--- src/design/fbfl_pkg.sv ---
package fbfl_pkg;

  localparam int unsigned IDX_W          = 8;
  localparam int unsigned MAX_BLOCKS_DEF = 255;

  typedef enum logic [1:0] {
    MODE_INIT  = 2'd0,
    MODE_ALLOC = 2'd1,
    MODE_FREE  = 2'd2,
    MODE_NOP   = 2'd3
  } mode_e;

  typedef enum logic [1:0] {
    ST_OK    = 2'd0,
    ST_EMPTY = 2'd1,
    ST_BAD   = 2'd2
  } status_e;

  // command handed from the input channel to the sequencer
  typedef struct packed {
    logic             valid;
    mode_e            mode;
    logic [IDX_W-1:0] ret_index;
  } cmd_t;

  // finished result handed to the output register
  typedef struct packed {
    logic             valid;
    logic [IDX_W-1:0] granted_index;
    status_e          status;
    logic [IDX_W-1:0] free_count;
  } res_t;

endpackage

--- src/design/fbfl_ram.sv ---
module fbfl_ram #(
  parameter int unsigned WIDTH = 8,
  parameter int unsigned DEPTH = 255,
  localparam int unsigned AW = (DEPTH > 1) ? $clog2(DEPTH) : 1
) (
  input  logic             clk_i,
  input  logic             we_i,
  input  logic [AW-1:0]    waddr_i,
  input  logic [WIDTH-1:0] wdata_i,
  input  logic             re_i,
  input  logic [AW-1:0]    raddr_i,
  output logic [WIDTH-1:0] rdata_o
);

  logic [WIDTH-1:0] mem_q [DEPTH];
  logic [WIDTH-1:0] rdata_q;

  always_ff @(posedge clk_i) begin
    if (we_i) begin
      mem_q[waddr_i] <= wdata_i;
    end
    if (re_i) begin
      rdata_q <= mem_q[raddr_i];
    end
  end

  assign rdata_o = rdata_q;

endmodule

--- src/design/fbfl_seq.sv ---
module fbfl_seq #(
  parameter int unsigned MAX_BLOCKS = fbfl_pkg::MAX_BLOCKS_DEF
) (
  input  logic                        clk_i,
  input  logic                        rst_ni,
  input  logic [fbfl_pkg::IDX_W-1:0]  block_count_i,
  input  fbfl_pkg::cmd_t              cmd_i,
  output logic                        cmd_ready_o,
  output fbfl_pkg::res_t              res_o,
  input  logic                        res_ready_i
);
  import fbfl_pkg::*;

  localparam int unsigned AW = (MAX_BLOCKS > 1) ? $clog2(MAX_BLOCKS) : 1;
  localparam logic [IDX_W-1:0] MaxBlk = IDX_W'(MAX_BLOCKS);

  typedef enum logic [1:0] {
    S_IDLE,
    S_INIT,
    S_POP,
    S_RESP
  } state_e;

  state_e           state_q;
  logic [IDX_W-1:0] cnt_q;     // init walk position
  logic [IDX_W-1:0] n_q;       // pool size being built by init
  logic [IDX_W-1:0] pool_q;
  logic [IDX_W-1:0] head_q;
  logic [IDX_W-1:0] free_q;
  logic [IDX_W-1:0] grant_q;
  status_e          status_q;

  // shared 8-bit adder: init walk step, pop decrement, push increment
  logic [IDX_W-1:0] add_a, add_b, sum;
  always_comb begin
    case (state_q)
      S_INIT: begin
        add_a = cnt_q;
        add_b = IDX_W'(1);
      end
      S_POP: begin
        add_a = free_q;
        add_b = '1;
      end
      default: begin
        add_a = free_q;
        add_b = IDX_W'(1);
      end
    endcase
  end
  assign sum = add_a + add_b;

  logic             accept;
  logic             init_more;
  logic             free_bad;
  logic             head_ok;
  logic [IDX_W-1:0] n_clip;
  logic [IDX_W-1:0] rdata;
  logic             ram_we, ram_re;
  logic [AW-1:0]    ram_waddr;
  logic [IDX_W-1:0] ram_wdata;

  assign accept    = cmd_i.valid && (state_q == S_IDLE);
  assign init_more = cnt_q < n_q;
  assign free_bad  = (cmd_i.ret_index >= pool_q) || (free_q >= pool_q);
  assign head_ok   = head_q < MaxBlk;
  assign n_clip    = (block_count_i > MaxBlk) ? MaxBlk : block_count_i;

  always_comb begin
    ram_we    = 1'b0;
    ram_waddr = cnt_q[AW-1:0];
    ram_wdata = sum;
    if (state_q == S_INIT) begin
      ram_we = init_more;
    end else if (accept && (cmd_i.mode == MODE_FREE) && !free_bad) begin
      ram_we    = 1'b1;
      ram_waddr = cmd_i.ret_index[AW-1:0];
      ram_wdata = head_q;
    end
  end

  assign ram_re = accept && (cmd_i.mode == MODE_ALLOC) && (free_q != '0) && head_ok;

  fbfl_ram #(
    .WIDTH (IDX_W),
    .DEPTH (MAX_BLOCKS)
  ) u_link_ram (
    .clk_i   (clk_i),
    .we_i    (ram_we),
    .waddr_i (ram_waddr),
    .wdata_i (ram_wdata),
    .re_i    (ram_re),
    .raddr_i (head_q[AW-1:0]),
    .rdata_o (rdata)
  );

  always_ff @(posedge clk_i or negedge rst_ni) begin
    if (!rst_ni) begin
      state_q  <= S_IDLE;
      cnt_q    <= '0;
      n_q      <= '0;
      pool_q   <= '0;
      head_q   <= '0;
      free_q   <= '0;
      grant_q  <= '0;
      status_q <= ST_OK;
    end else begin
      case (state_q)
        S_IDLE: begin
          if (accept) begin
            grant_q  <= '0;
            status_q <= ST_OK;
            state_q  <= S_RESP;
            case (cmd_i.mode)
              MODE_INIT: begin
                cnt_q   <= '0;
                n_q     <= n_clip;
                state_q <= S_INIT;
              end
              MODE_ALLOC: begin
                if (free_q == '0) begin
                  status_q <= ST_EMPTY;
                end else begin
                  state_q <= S_POP;
                end
              end
              MODE_FREE: begin
                if (free_bad) begin
                  status_q <= ST_BAD;
                end else begin
                  head_q <= cmd_i.ret_index;
                  free_q <= sum;
                end
              end
              default: ;
            endcase
          end
        end
        S_INIT: begin
          if (init_more) begin
            cnt_q <= sum;
          end else begin
            pool_q  <= n_q;
            head_q  <= '0;
            free_q  <= n_q;
            state_q <= S_RESP;
          end
        end
        S_POP: begin
          grant_q <= head_q;
          head_q  <= head_ok ? rdata : '0;
          free_q  <= sum;
          state_q <= S_RESP;
        end
        S_RESP: begin
          if (res_ready_i) begin
            state_q <= S_IDLE;
          end
        end
        default: state_q <= S_IDLE;
      endcase
    end
  end

  assign cmd_ready_o         = (state_q == S_IDLE);
  assign res_o.valid         = (state_q == S_RESP);
  assign res_o.granted_index = grant_q;
  assign res_o.status        = status_q;
  assign res_o.free_count    = free_q;

  a_free_le_pool: assert property (@(posedge clk_i) disable iff (!rst_ni)
    free_q <= pool_q)
    else $error("free count above pool size");

  a_pop_dec: assert property (@(posedge clk_i) disable iff (!rst_ni)
    state_q == S_POP |=> free_q == IDX_W'($past(free_q) - IDX_W'(1)))
    else $error("pop did not decrement free count");

  a_init_done: assert property (@(posedge clk_i) disable iff (!rst_ni)
    (state_q == S_INIT) && !init_more |=> (head_q == '0) && (free_q == pool_q))
    else $error("init did not reset head and count");

endmodule

--- src/design/fixed_block_free_list_allocator.sv ---
// Fixed block free-list allocator.
// Hands out block indices from a pool of up to MAX_BLOCKS equal blocks kept
// as a linked free list in an on-chip link RAM (one 8-bit link per block).
// Input stream: tuser carries the command (init, allocate, free, or a no-op
// code), tdata the block index returned by a free. Every command gives one
// result transfer: granted index, status (ok, pool empty, bad free) and the
// free count after the command.
// block_count is written through cfg_we_i/cfg_wdata_i; the user writes it
// only while idle, which the block itself does not enforce. It takes effect
// at the next init command, clipped to MAX_BLOCKS. Free, no-op and allocate
// on an empty pool go straight to the result state; allocate first passes a
// pop state for one registered link RAM read; init writes one link per cycle
// for a pool of N blocks. One command is in flight at a time; the next is
// taken the cycle after its result moves into the output register.
// Reset: pool empty (free count and head zero), block_count back to 8; the
// link RAM is not cleared, init builds it.
// A stalled receiver holds the result in the output register; one further
// command may be accepted and finished, then waits until the register drains.
module fixed_block_free_list_allocator #(
  parameter int unsigned MAX_BLOCKS = fbfl_pkg::MAX_BLOCKS_DEF
) (
  input  logic        clk_i,
  input  logic        rst_ni,
  // configuration: block_count
  input  logic        cfg_we_i,
  input  logic [7:0]  cfg_wdata_i,
  // command stream
  input  logic        s_axis_tvalid,
  output logic        s_axis_tready,
  input  logic [7:0]  s_axis_tdata,   // [7:0] ret_index
  input  logic [1:0]  s_axis_tuser,   // [1:0] mode
  // result stream
  output logic        m_axis_tvalid,
  input  logic        m_axis_tready,
  output logic [15:0] m_axis_tdata,   // [7:0] granted_index, [15:8] free_count
  output logic [1:0]  m_axis_tuser    // [1:0] status
);
  import fbfl_pkg::*;

  logic [IDX_W-1:0] block_count_q;
  cmd_t             cmd;
  res_t             res;
  logic             res_ready;

  logic             out_valid_q;
  logic [IDX_W-1:0] out_grant_q;
  logic [IDX_W-1:0] out_free_q;
  status_e          out_status_q;

  always_ff @(posedge clk_i or negedge rst_ni) begin
    if (!rst_ni) begin
      block_count_q <= IDX_W'(8);
    end else if (cfg_we_i) begin
      block_count_q <= cfg_wdata_i;
    end
  end

  assign cmd.valid     = s_axis_tvalid;
  assign cmd.mode      = mode_e'(s_axis_tuser);
  assign cmd.ret_index = s_axis_tdata;

  fbfl_seq #(
    .MAX_BLOCKS (MAX_BLOCKS)
  ) u_seq (
    .clk_i         (clk_i),
    .rst_ni        (rst_ni),
    .block_count_i (block_count_q),
    .cmd_i         (cmd),
    .cmd_ready_o   (s_axis_tready),
    .res_o         (res),
    .res_ready_i   (res_ready)
  );

  // output register: takes a result when empty or draining this cycle
  assign res_ready = !out_valid_q || m_axis_tready;

  always_ff @(posedge clk_i or negedge rst_ni) begin
    if (!rst_ni) begin
      out_valid_q <= 1'b0;
    end else if (res.valid && res_ready) begin
      out_valid_q <= 1'b1;
    end else if (m_axis_tready) begin
      out_valid_q <= 1'b0;
    end
  end

  always_ff @(posedge clk_i) begin
    if (res.valid && res_ready) begin
      out_grant_q  <= res.granted_index;
      out_free_q   <= res.free_count;
      out_status_q <= res.status;
    end
  end

  assign m_axis_tvalid = out_valid_q;
  assign m_axis_tdata  = {out_free_q, out_grant_q};
  assign m_axis_tuser  = out_status_q;

endmodule

--- config.mk ---
export PLATFORM = sky130hd
export DESIGN_NAME = fixed_block_free_list_allocator
export DESIGN_NICKNAME = d
export VERILOG_FILES = /design/src/design/fbfl_pkg.sv /design/src/design/fbfl_ram.sv /design/src/design/fbfl_seq.sv /design/src/design/fixed_block_free_list_allocator.sv
export SDC_FILE = /design/constraint.sdc
export NUM_CORES = 2
export LEC_CHECK = 0
export BUFFER_PORTS_ARGS = -buffer_cell sky130_fd_sc_hd__buf_2
export CAP_MARGIN = 20
export CORE_MARGIN = 2
export CORE_UTILIZATION = 47
export CTS_BUF_LIST = sky130_fd_sc_hd__clkbuf_4 sky130_fd_sc_hd__clkbuf_8
export CTS_CLUSTER_DIAMETER = 100
export CTS_CLUSTER_SIZE = 16
export DETAILED_ROUTE_END_ITERATION = 10
export SYNTH_ARGS = -nofsm -noshare
export SYNTH_HDL_FRONTEND = slang
export SYNTH_SLANG_ARGS = --single-unit
export TNS_END_PERCENT = 20
--- constraint.sdc ---
create_clock -name clk_i -period 16.2 [get_ports clk_i]
set_input_delay 0.81 -clock clk_i [delete_from_list [all_inputs] [get_ports clk_i]]
set_output_delay 0.81 -clock clk_i [all_outputs]
set_load 0.01 [all_outputs]
Yosys cells after proc, flatten, opt, wreduce, memory -nomap -nowiden
Memory sizes are Yosys's and may differ from the RTL's. A register that Yosys moved wholly into a read port is not among the register bits.
Index checks and enable logic that the tools add are counted.

word-level totals
  memories = 1
  RAM bits = 2,040
  flip-flop bits (word level) = 79
  word-level logic and storage cells = 98

operators by class
  eq/ne operators = 12
  $add $sub $neg = 1
  bitwise gates (word level) = 1
  magnitude comparators = 5
  mux-type cells = 39
  reductions and logical operators = 26

memory list
  name                    words  width  rd ports  clocked after Yosys merged registers in  write ports  RTL line        source
  u_seq.u_link_ram.mem_q  255    8      1         1                                        1            fbfl_ram.sv:15  logic [WIDTH-1:0] mem_q [DEPTH];

operator list
  operator                                               number
  two-way mux 8 bit                                      20
  one-hot mux 8 bit (3 select lines)                     2
  one-hot mux 8 bit (2 select lines)                     2
  >= comparator 8 bit                                    2
  inequality test 2 x 1 -> 1 bit, second input constant  5
  adder 8 bit                                            1
  > comparator 8 bit, second input constant              1
  zero test 8 bit                                        1
  less-than comparator 8 bit                             1
  less-than comparator 8 bit, second input constant      1
  two-way mux 1 bit                                      8
  two-way mux 2 bit                                      4
  one-hot mux 2 bit (2 select lines)                     2
  one-hot mux 2 bit (4 select lines)                     1
  nonzero test 8 bit                                     1
  logical AND 1 bit                                      7
  equality test 2 bit, second input constant             3
  AND reduction 2 bit                                    3
  AND reduction 3 bit                                    2
  nonzero test 2 bit                                     3
  AND reduction 5 bit                                    1
  equality test 2 x 1 -> 1 bit, second input constant    2
  zero test 2 bit                                        2
  inequality test 2 bit, second input constant           2
  other kinds (5)                                        7

Longest topological paths before layout
  word-level depth = 8
  depth in mapped cells = 14
  mapped depth without buffers = 12

Hierarchy
Synthesis repeated with hierarchy kept, for this count alone.

unflattened totals
  cells, all modules = 4,300
  area total of the unflattened synthesis = 85,087.9 um^2

by module, submodules not included
  module                           area each (um^2)  seq. area each (um^2)  instances  cells each
  fbfl_ram                         80,566.0          61,499.0               1          3,910
  fbfl_seq                         3,604.7           1,301.2                1          351
  fixed_block_free_list_allocator  917.1             767.0                  1          39

Worst setup path before layout
No wires, ideal clock.

  path type = flip-flop to flip-flop
  start point = register u_seq.state_q[1]
  end point = memory u_seq.u_link_ram.mem_q[0][7] (data pin)
  arrival time = 12,799 ps
  required time = 14,021 ps
  clock period less this slack = 14,978 ps
  slack = 1,222 ps
  cell stages (with the launch flop) = 13
  cell sequence = dfrtp_1 > inv_1 > ha_1 > clkbuf_1 > clkbuf_1 > mux2_2 > ha_1 > o21a_1 > a211oi_1 > or3b_2 > nand3_1 > xor2_1 > o21ai_0

on the way
  word-level cells in the longest chain between the ends = 6
  elaborated cells between the ends (all ways) = 11
  those cells by class = add/sub: 1; eq/ne: 2; mux: 4; reduce/logical: 4

RTL lines
  what                                                                 RTL line         source
  from (decl)                                                          fbfl_seq.sv:24   state_e state_q;
  from (signal assigned)                                               fbfl_seq.sv:99   state_q <= S_IDLE;
  from (signal assigned)                                               fbfl_seq.sv:113  state_q <= S_RESP;
  from (signal assigned)                                               fbfl_seq.sv:118  state_q <= S_INIT;
  parallel branches: the longest is 5 deep, another holds adder 8 bit  --
  two-way mux 8 bit (*)                                                fbfl_seq.sv:73   if (state_q == S_INIT) begin
  named net u_seq.ram_wdata[7]                                         fbfl_seq.sv:61   logic [IDX_W-1:0] ram_wdata;
  to (decl)                                                            fbfl_ram.sv:15

Mark *: on every way through the listed nets, which the timed path passes.

Worst setup path in the final report
  start point = register u_seq.head_q[0]
  end point = register u_seq.u_link_ram.rdata_q[7] (netlist: u_seq.u_link_ram.rdata_o[7]), read port of u_seq.u_link_ram.mem_q (data pin)

on the way
  word-level cells in the longest chain between the ends = 2

RTL lines
  what                        RTL line         source
  from (decl)                 fbfl_seq.sv:28   logic [IDX_W-1:0] head_q;
  from (signal assigned)      fbfl_seq.sv:131  head_q <= cmd_i.ret_index;
  from (signal assigned)      fbfl_seq.sv:151  head_q <= head_ok ? rdata : '0;
  less-than comparator 8 bit  fbfl_seq.sv:66   assign head_ok = head_q < MaxBlk;
  logical AND 1 bit           fbfl_seq.sv:82   assign ram_re = accept && (cmd_i.mode == MODE_ALLOC) && (free_q != '0) && head_ok;
  to (decl)                   fbfl_ram.sv:16   logic [WIDTH-1:0] rdata_q;

Parallel ways exist; a longest one is shown, timed or not.
A chain may end at the register's enable or synchronous reset.

==> results.cfg <==
[critical_path]
crit_buf_inv = 3
r2r_start = u_seq.head_q[0]
startpoint = u_seq.head_q[0]
crit_family = buffers and inverters
end_kind = flip-flop
r2r_slack_ns = 10.29
cp_slowest_cell = dfrtp_4
cp_cell_sequence = buf_4, buf_4, buf_4, mux4_2, mux4_2, mux4_2, a311o_1, a31o_1
startpoint_type = flip-flop
critical-path-max-stage-delay_ns = 1.00
worstSetupPathType = reg -> reg
cp_max_fo = 43
worstPathRequired_ns = 16.95
crit_arrival_ns = 6.66

[die]
die_x_um = 428
start_util = 0.474
io-pin-count = 43
fp-row-count = 155
core_mm2 = 0.179
die_area_mm2 = 0.183
die_height_um = 428

[yosys]
synth_area_per_cell_um2 = 20.8
synthAdderAreaFrac = 0.00586
ys_seq_area_frac = 0.751
yosysWarnings = 0
synth_simple_gate_area_frac = 0.0321
synth_ff_type = edfxtp_1
async_flop_share = 0.0287
synth_seq_cells = 2127
synth_compound_area_frac = 0.0288
synth-xor-area-share = 0.000311
syn_area_mm2 = 0.0846
synth.area.mux_share = 0.164
synth_top_family_by_area = multiplexers
syn-num-nets = 4134
synth_edf_count = 2066
synthDistinctLibCells = 79
netlist_instances = 4072

[sta]
maxSlewViolCount = 0
finalCritPeriodShare = 0.365
worst_pin_slew_ns = 1.27
setup_slack_ns = 10.29
whs_ns = 0.135
slew_headroom = 0.155
fin_crit_ns = 5.91
hold_viol_final = 0
max_freq_ghz = 0.169
skew_ns = 0.0656
setup_tns_ns = 0
grt_setup_unrepaired = no
setup_violations = 0

[clock_tree]
clockRootBuffer = clkbuf_8
cts_setup_buffers = 0
hold_buffers = 9
cts_repair_resize_count = 0
insertion_delay_ns = 0.98
htreeDepth = 4
cts_buffers = 151
cts_tree = built
clockBufferDepth = 3
cts_sinks = 2127
clk_pin_slew_ns = 0.12

[detailed_routing]
avgViaCountPerCell = 6.37
routedWlPerCell_um = 33.6
wirelength_um = 225000
drt_iter0_markers = 5478
vias = 42700
firstDrtPassIters = 5
ant_nets = 0
drc = 0

[placed_design]
dp_hpwl_um = 136000
port_buffers = 42
dp.cells = 6470
post-place-ws_ns = 10.16
place_congestion = 0.867
placed_area_mm2 = 0.0893

[grt]
antenna_found_initial = 8
grt_pass1_vias = 42200
overflow = 0
grt_pass1_wl_um = 321000
grt_util_all_layers = 0.245
grt_max_degree = 235

[power_and_ir_drop]
finalPower_mw = 19.6
power.internal_mw = 12.0
pwr-share-clk = 0.134
p_sw_mw = 7.62
pwr-share-seq = 0.470
combPwrFrac = 0.396
max-vdd-ir-drop_uv = 482
leakagePower_nw = 28.2
powerDensity_mw_per_mm2 = 213
sw_frac_of_total = 0.388

[hold_path]
worst_hold_path_type = in -> reg
hp-start = m_axis_tready

[finish]
nFillCells = 14000
multiInputGateArea_mm2 = 0.0203
area.growth.synth_to_final_pct = 8.83
final_util = 0.515
drive_gt1_frac = 0.288
seqCellArea_mm2 = 0.0636
nets = 4366
stdcell_count = 6705
design_area_mm2 = 0.0921

[outcome]
outcome = completed

[run]
maxCapViolCount = 0
layer usage:
layer / share of wire / up-vias / GRT usage / wire (um)
li1: - / 17400 / - / -
met1: 0.41 / 23000 / 0.355 / 92900
met2: 0.47 / 1944 / 0.379 / 106000
met3: 0.086 / 345 / 0.0453 / 19300
met4: 0.033 / 4 / 0.0806 / 7500
met5: 0.00012 / - / 0 / 27
cell usage after synthesis, drive strengths merged (23+ instances only):
cell,number,area (um^2)
nor2,104,390
ha,38,475
mux2i,123,1230
nand2,118,443
buf,144,858
a21oi,52,260
nor4,104,724
mux4,539,12100
inv,40,150
nor3,141,711
a22oi,34,255
edfxtp,2066,62000
clkbuf,124,465
a22o,23,201
o22ai,25,169
dfrtp,60,1500
o21ai,69,345
mux2,45,507
power by group through the flow:
| stage | combinational (mW) | sequential [mW] | clock [mW] |
|---|---|---|---|
| after global placement | 7.53 | 9.35 | 0 |
| after global routing | 8.20 | 9.25 | 2.87 |
| after detailed placement | 7.72 | 9.36 | 0 |
| after CTS | 7.73 | 9.23 | 2.70 |
| after floorplan | 4.02 | 9.85 | 0 |
| final | 7.76 | 9.22 | 2.63 |
cell families (layout without fill, tap and decap cells):
logic type | count (synthesis) | count (layout)
muxes | 707 | 707
AOI/OAI and AO/OA | 347 | 347
DFF | 2127 | 2127
and+or+nand+nor | 539 | 539
adders and majority gates | 39 | 39
other | 0 | 3
xor gates and xnor gates | 3 | 3
buffers and inverters | 310 | 585
layout by cell type (no fill, tap or decap), types with 6 or more instances in the layout:
| master | count |
|---|---|
| edfxtp_1 | 2066 |
| mux2i_1 | 121 |
| clkbuf_8 | 157 |
| ha_1 | 38 |
| nor2_1 | 95 |
| a21oi_1 | 51 |
| nand4_1 | 9 |
| nor4_1 | 43 |
| o22ai_1 | 14 |
| a211oi_1 | 12 |
| a21o_1 | 10 |
| a221oi_1 | 21 |
| a311oi_1 | 6 |
| mux2_2 | 44 |
| o21ai_0 | 62 |
| nor3_2 | 13 |
| clkbuf_4 | 38 |
| a22oi_1 | 29 |
| nor4_2 | 59 |
| nor3_1 | 128 |
| nor2_4 | 6 |
| a31oi_1 | 18 |
| a22o_1 | 23 |
| nand2_1 | 116 |
| mux4_2 | 539 |
| inv_1 | 39 |
| dfrtp_1 | 54 |
| buf_4 | 266 |
| nand3_1 | 19 |
| o22ai_4 | 6 |
| dlygate4sd3_1 | 9 |
| o221ai_1 | 14 |
| buf_2 | 53 |
| nand2b_1 | 10 |
| nor2b_1 | 10 |
| o211ai_1 | 12 |
final timing paths:
check                                         endpoint  depth (start not counted)
setup / recovery           u_seq.u_link_ram.rdata_o[7]                          8
hold / removal                           m_axis_tvalid                          3
setup reg to reg           u_seq.u_link_ram.rdata_o[7]                          8
hold reg to reg                         out_grant_q[2]                          0
max in group asynchronous              u_seq.head_q[3]                          3
min in group asynchronous             block_count_q[5]                          3
final cells by class:
class / count / area share
diodes: 3 / 0.0000815
clock buffers: 187 / 0.0259
clock inverters: 9 / 0.000897
inverters: 42 / 0.00179
multi-input cells: 1635 / 0.220
flip-flops and latches: 2127 / 0.691
well taps: 2355 / 0.0320
repair buffers: 347 / 0.0283
worst min-delay path: stages:
cell and delay, ns:
buf_2 0.07, nand2b_1 0.13, nand2_1 0.06
flip-flops by register name, indices dropped and copies added (netlist names), 8 cells and up:
| register | cells |
|---|---|
| out_free_q | 8 |
| u_seq.cnt_q | 8 |
| block_count_q | 8 |
| u_seq.n_q | 8 |
| out_grant_q | 8 |
| u_seq.grant_q | 8 |
| u_seq.pool_q | 8 |
| u_seq.head_q | 8 |
| u_seq.u_link_ram.rdata_o | 8 |
| u_seq.u_link_ram.mem_q | 2040 |
| u_seq.free_q | 8 |
Power figures use the tool's default switching activity.
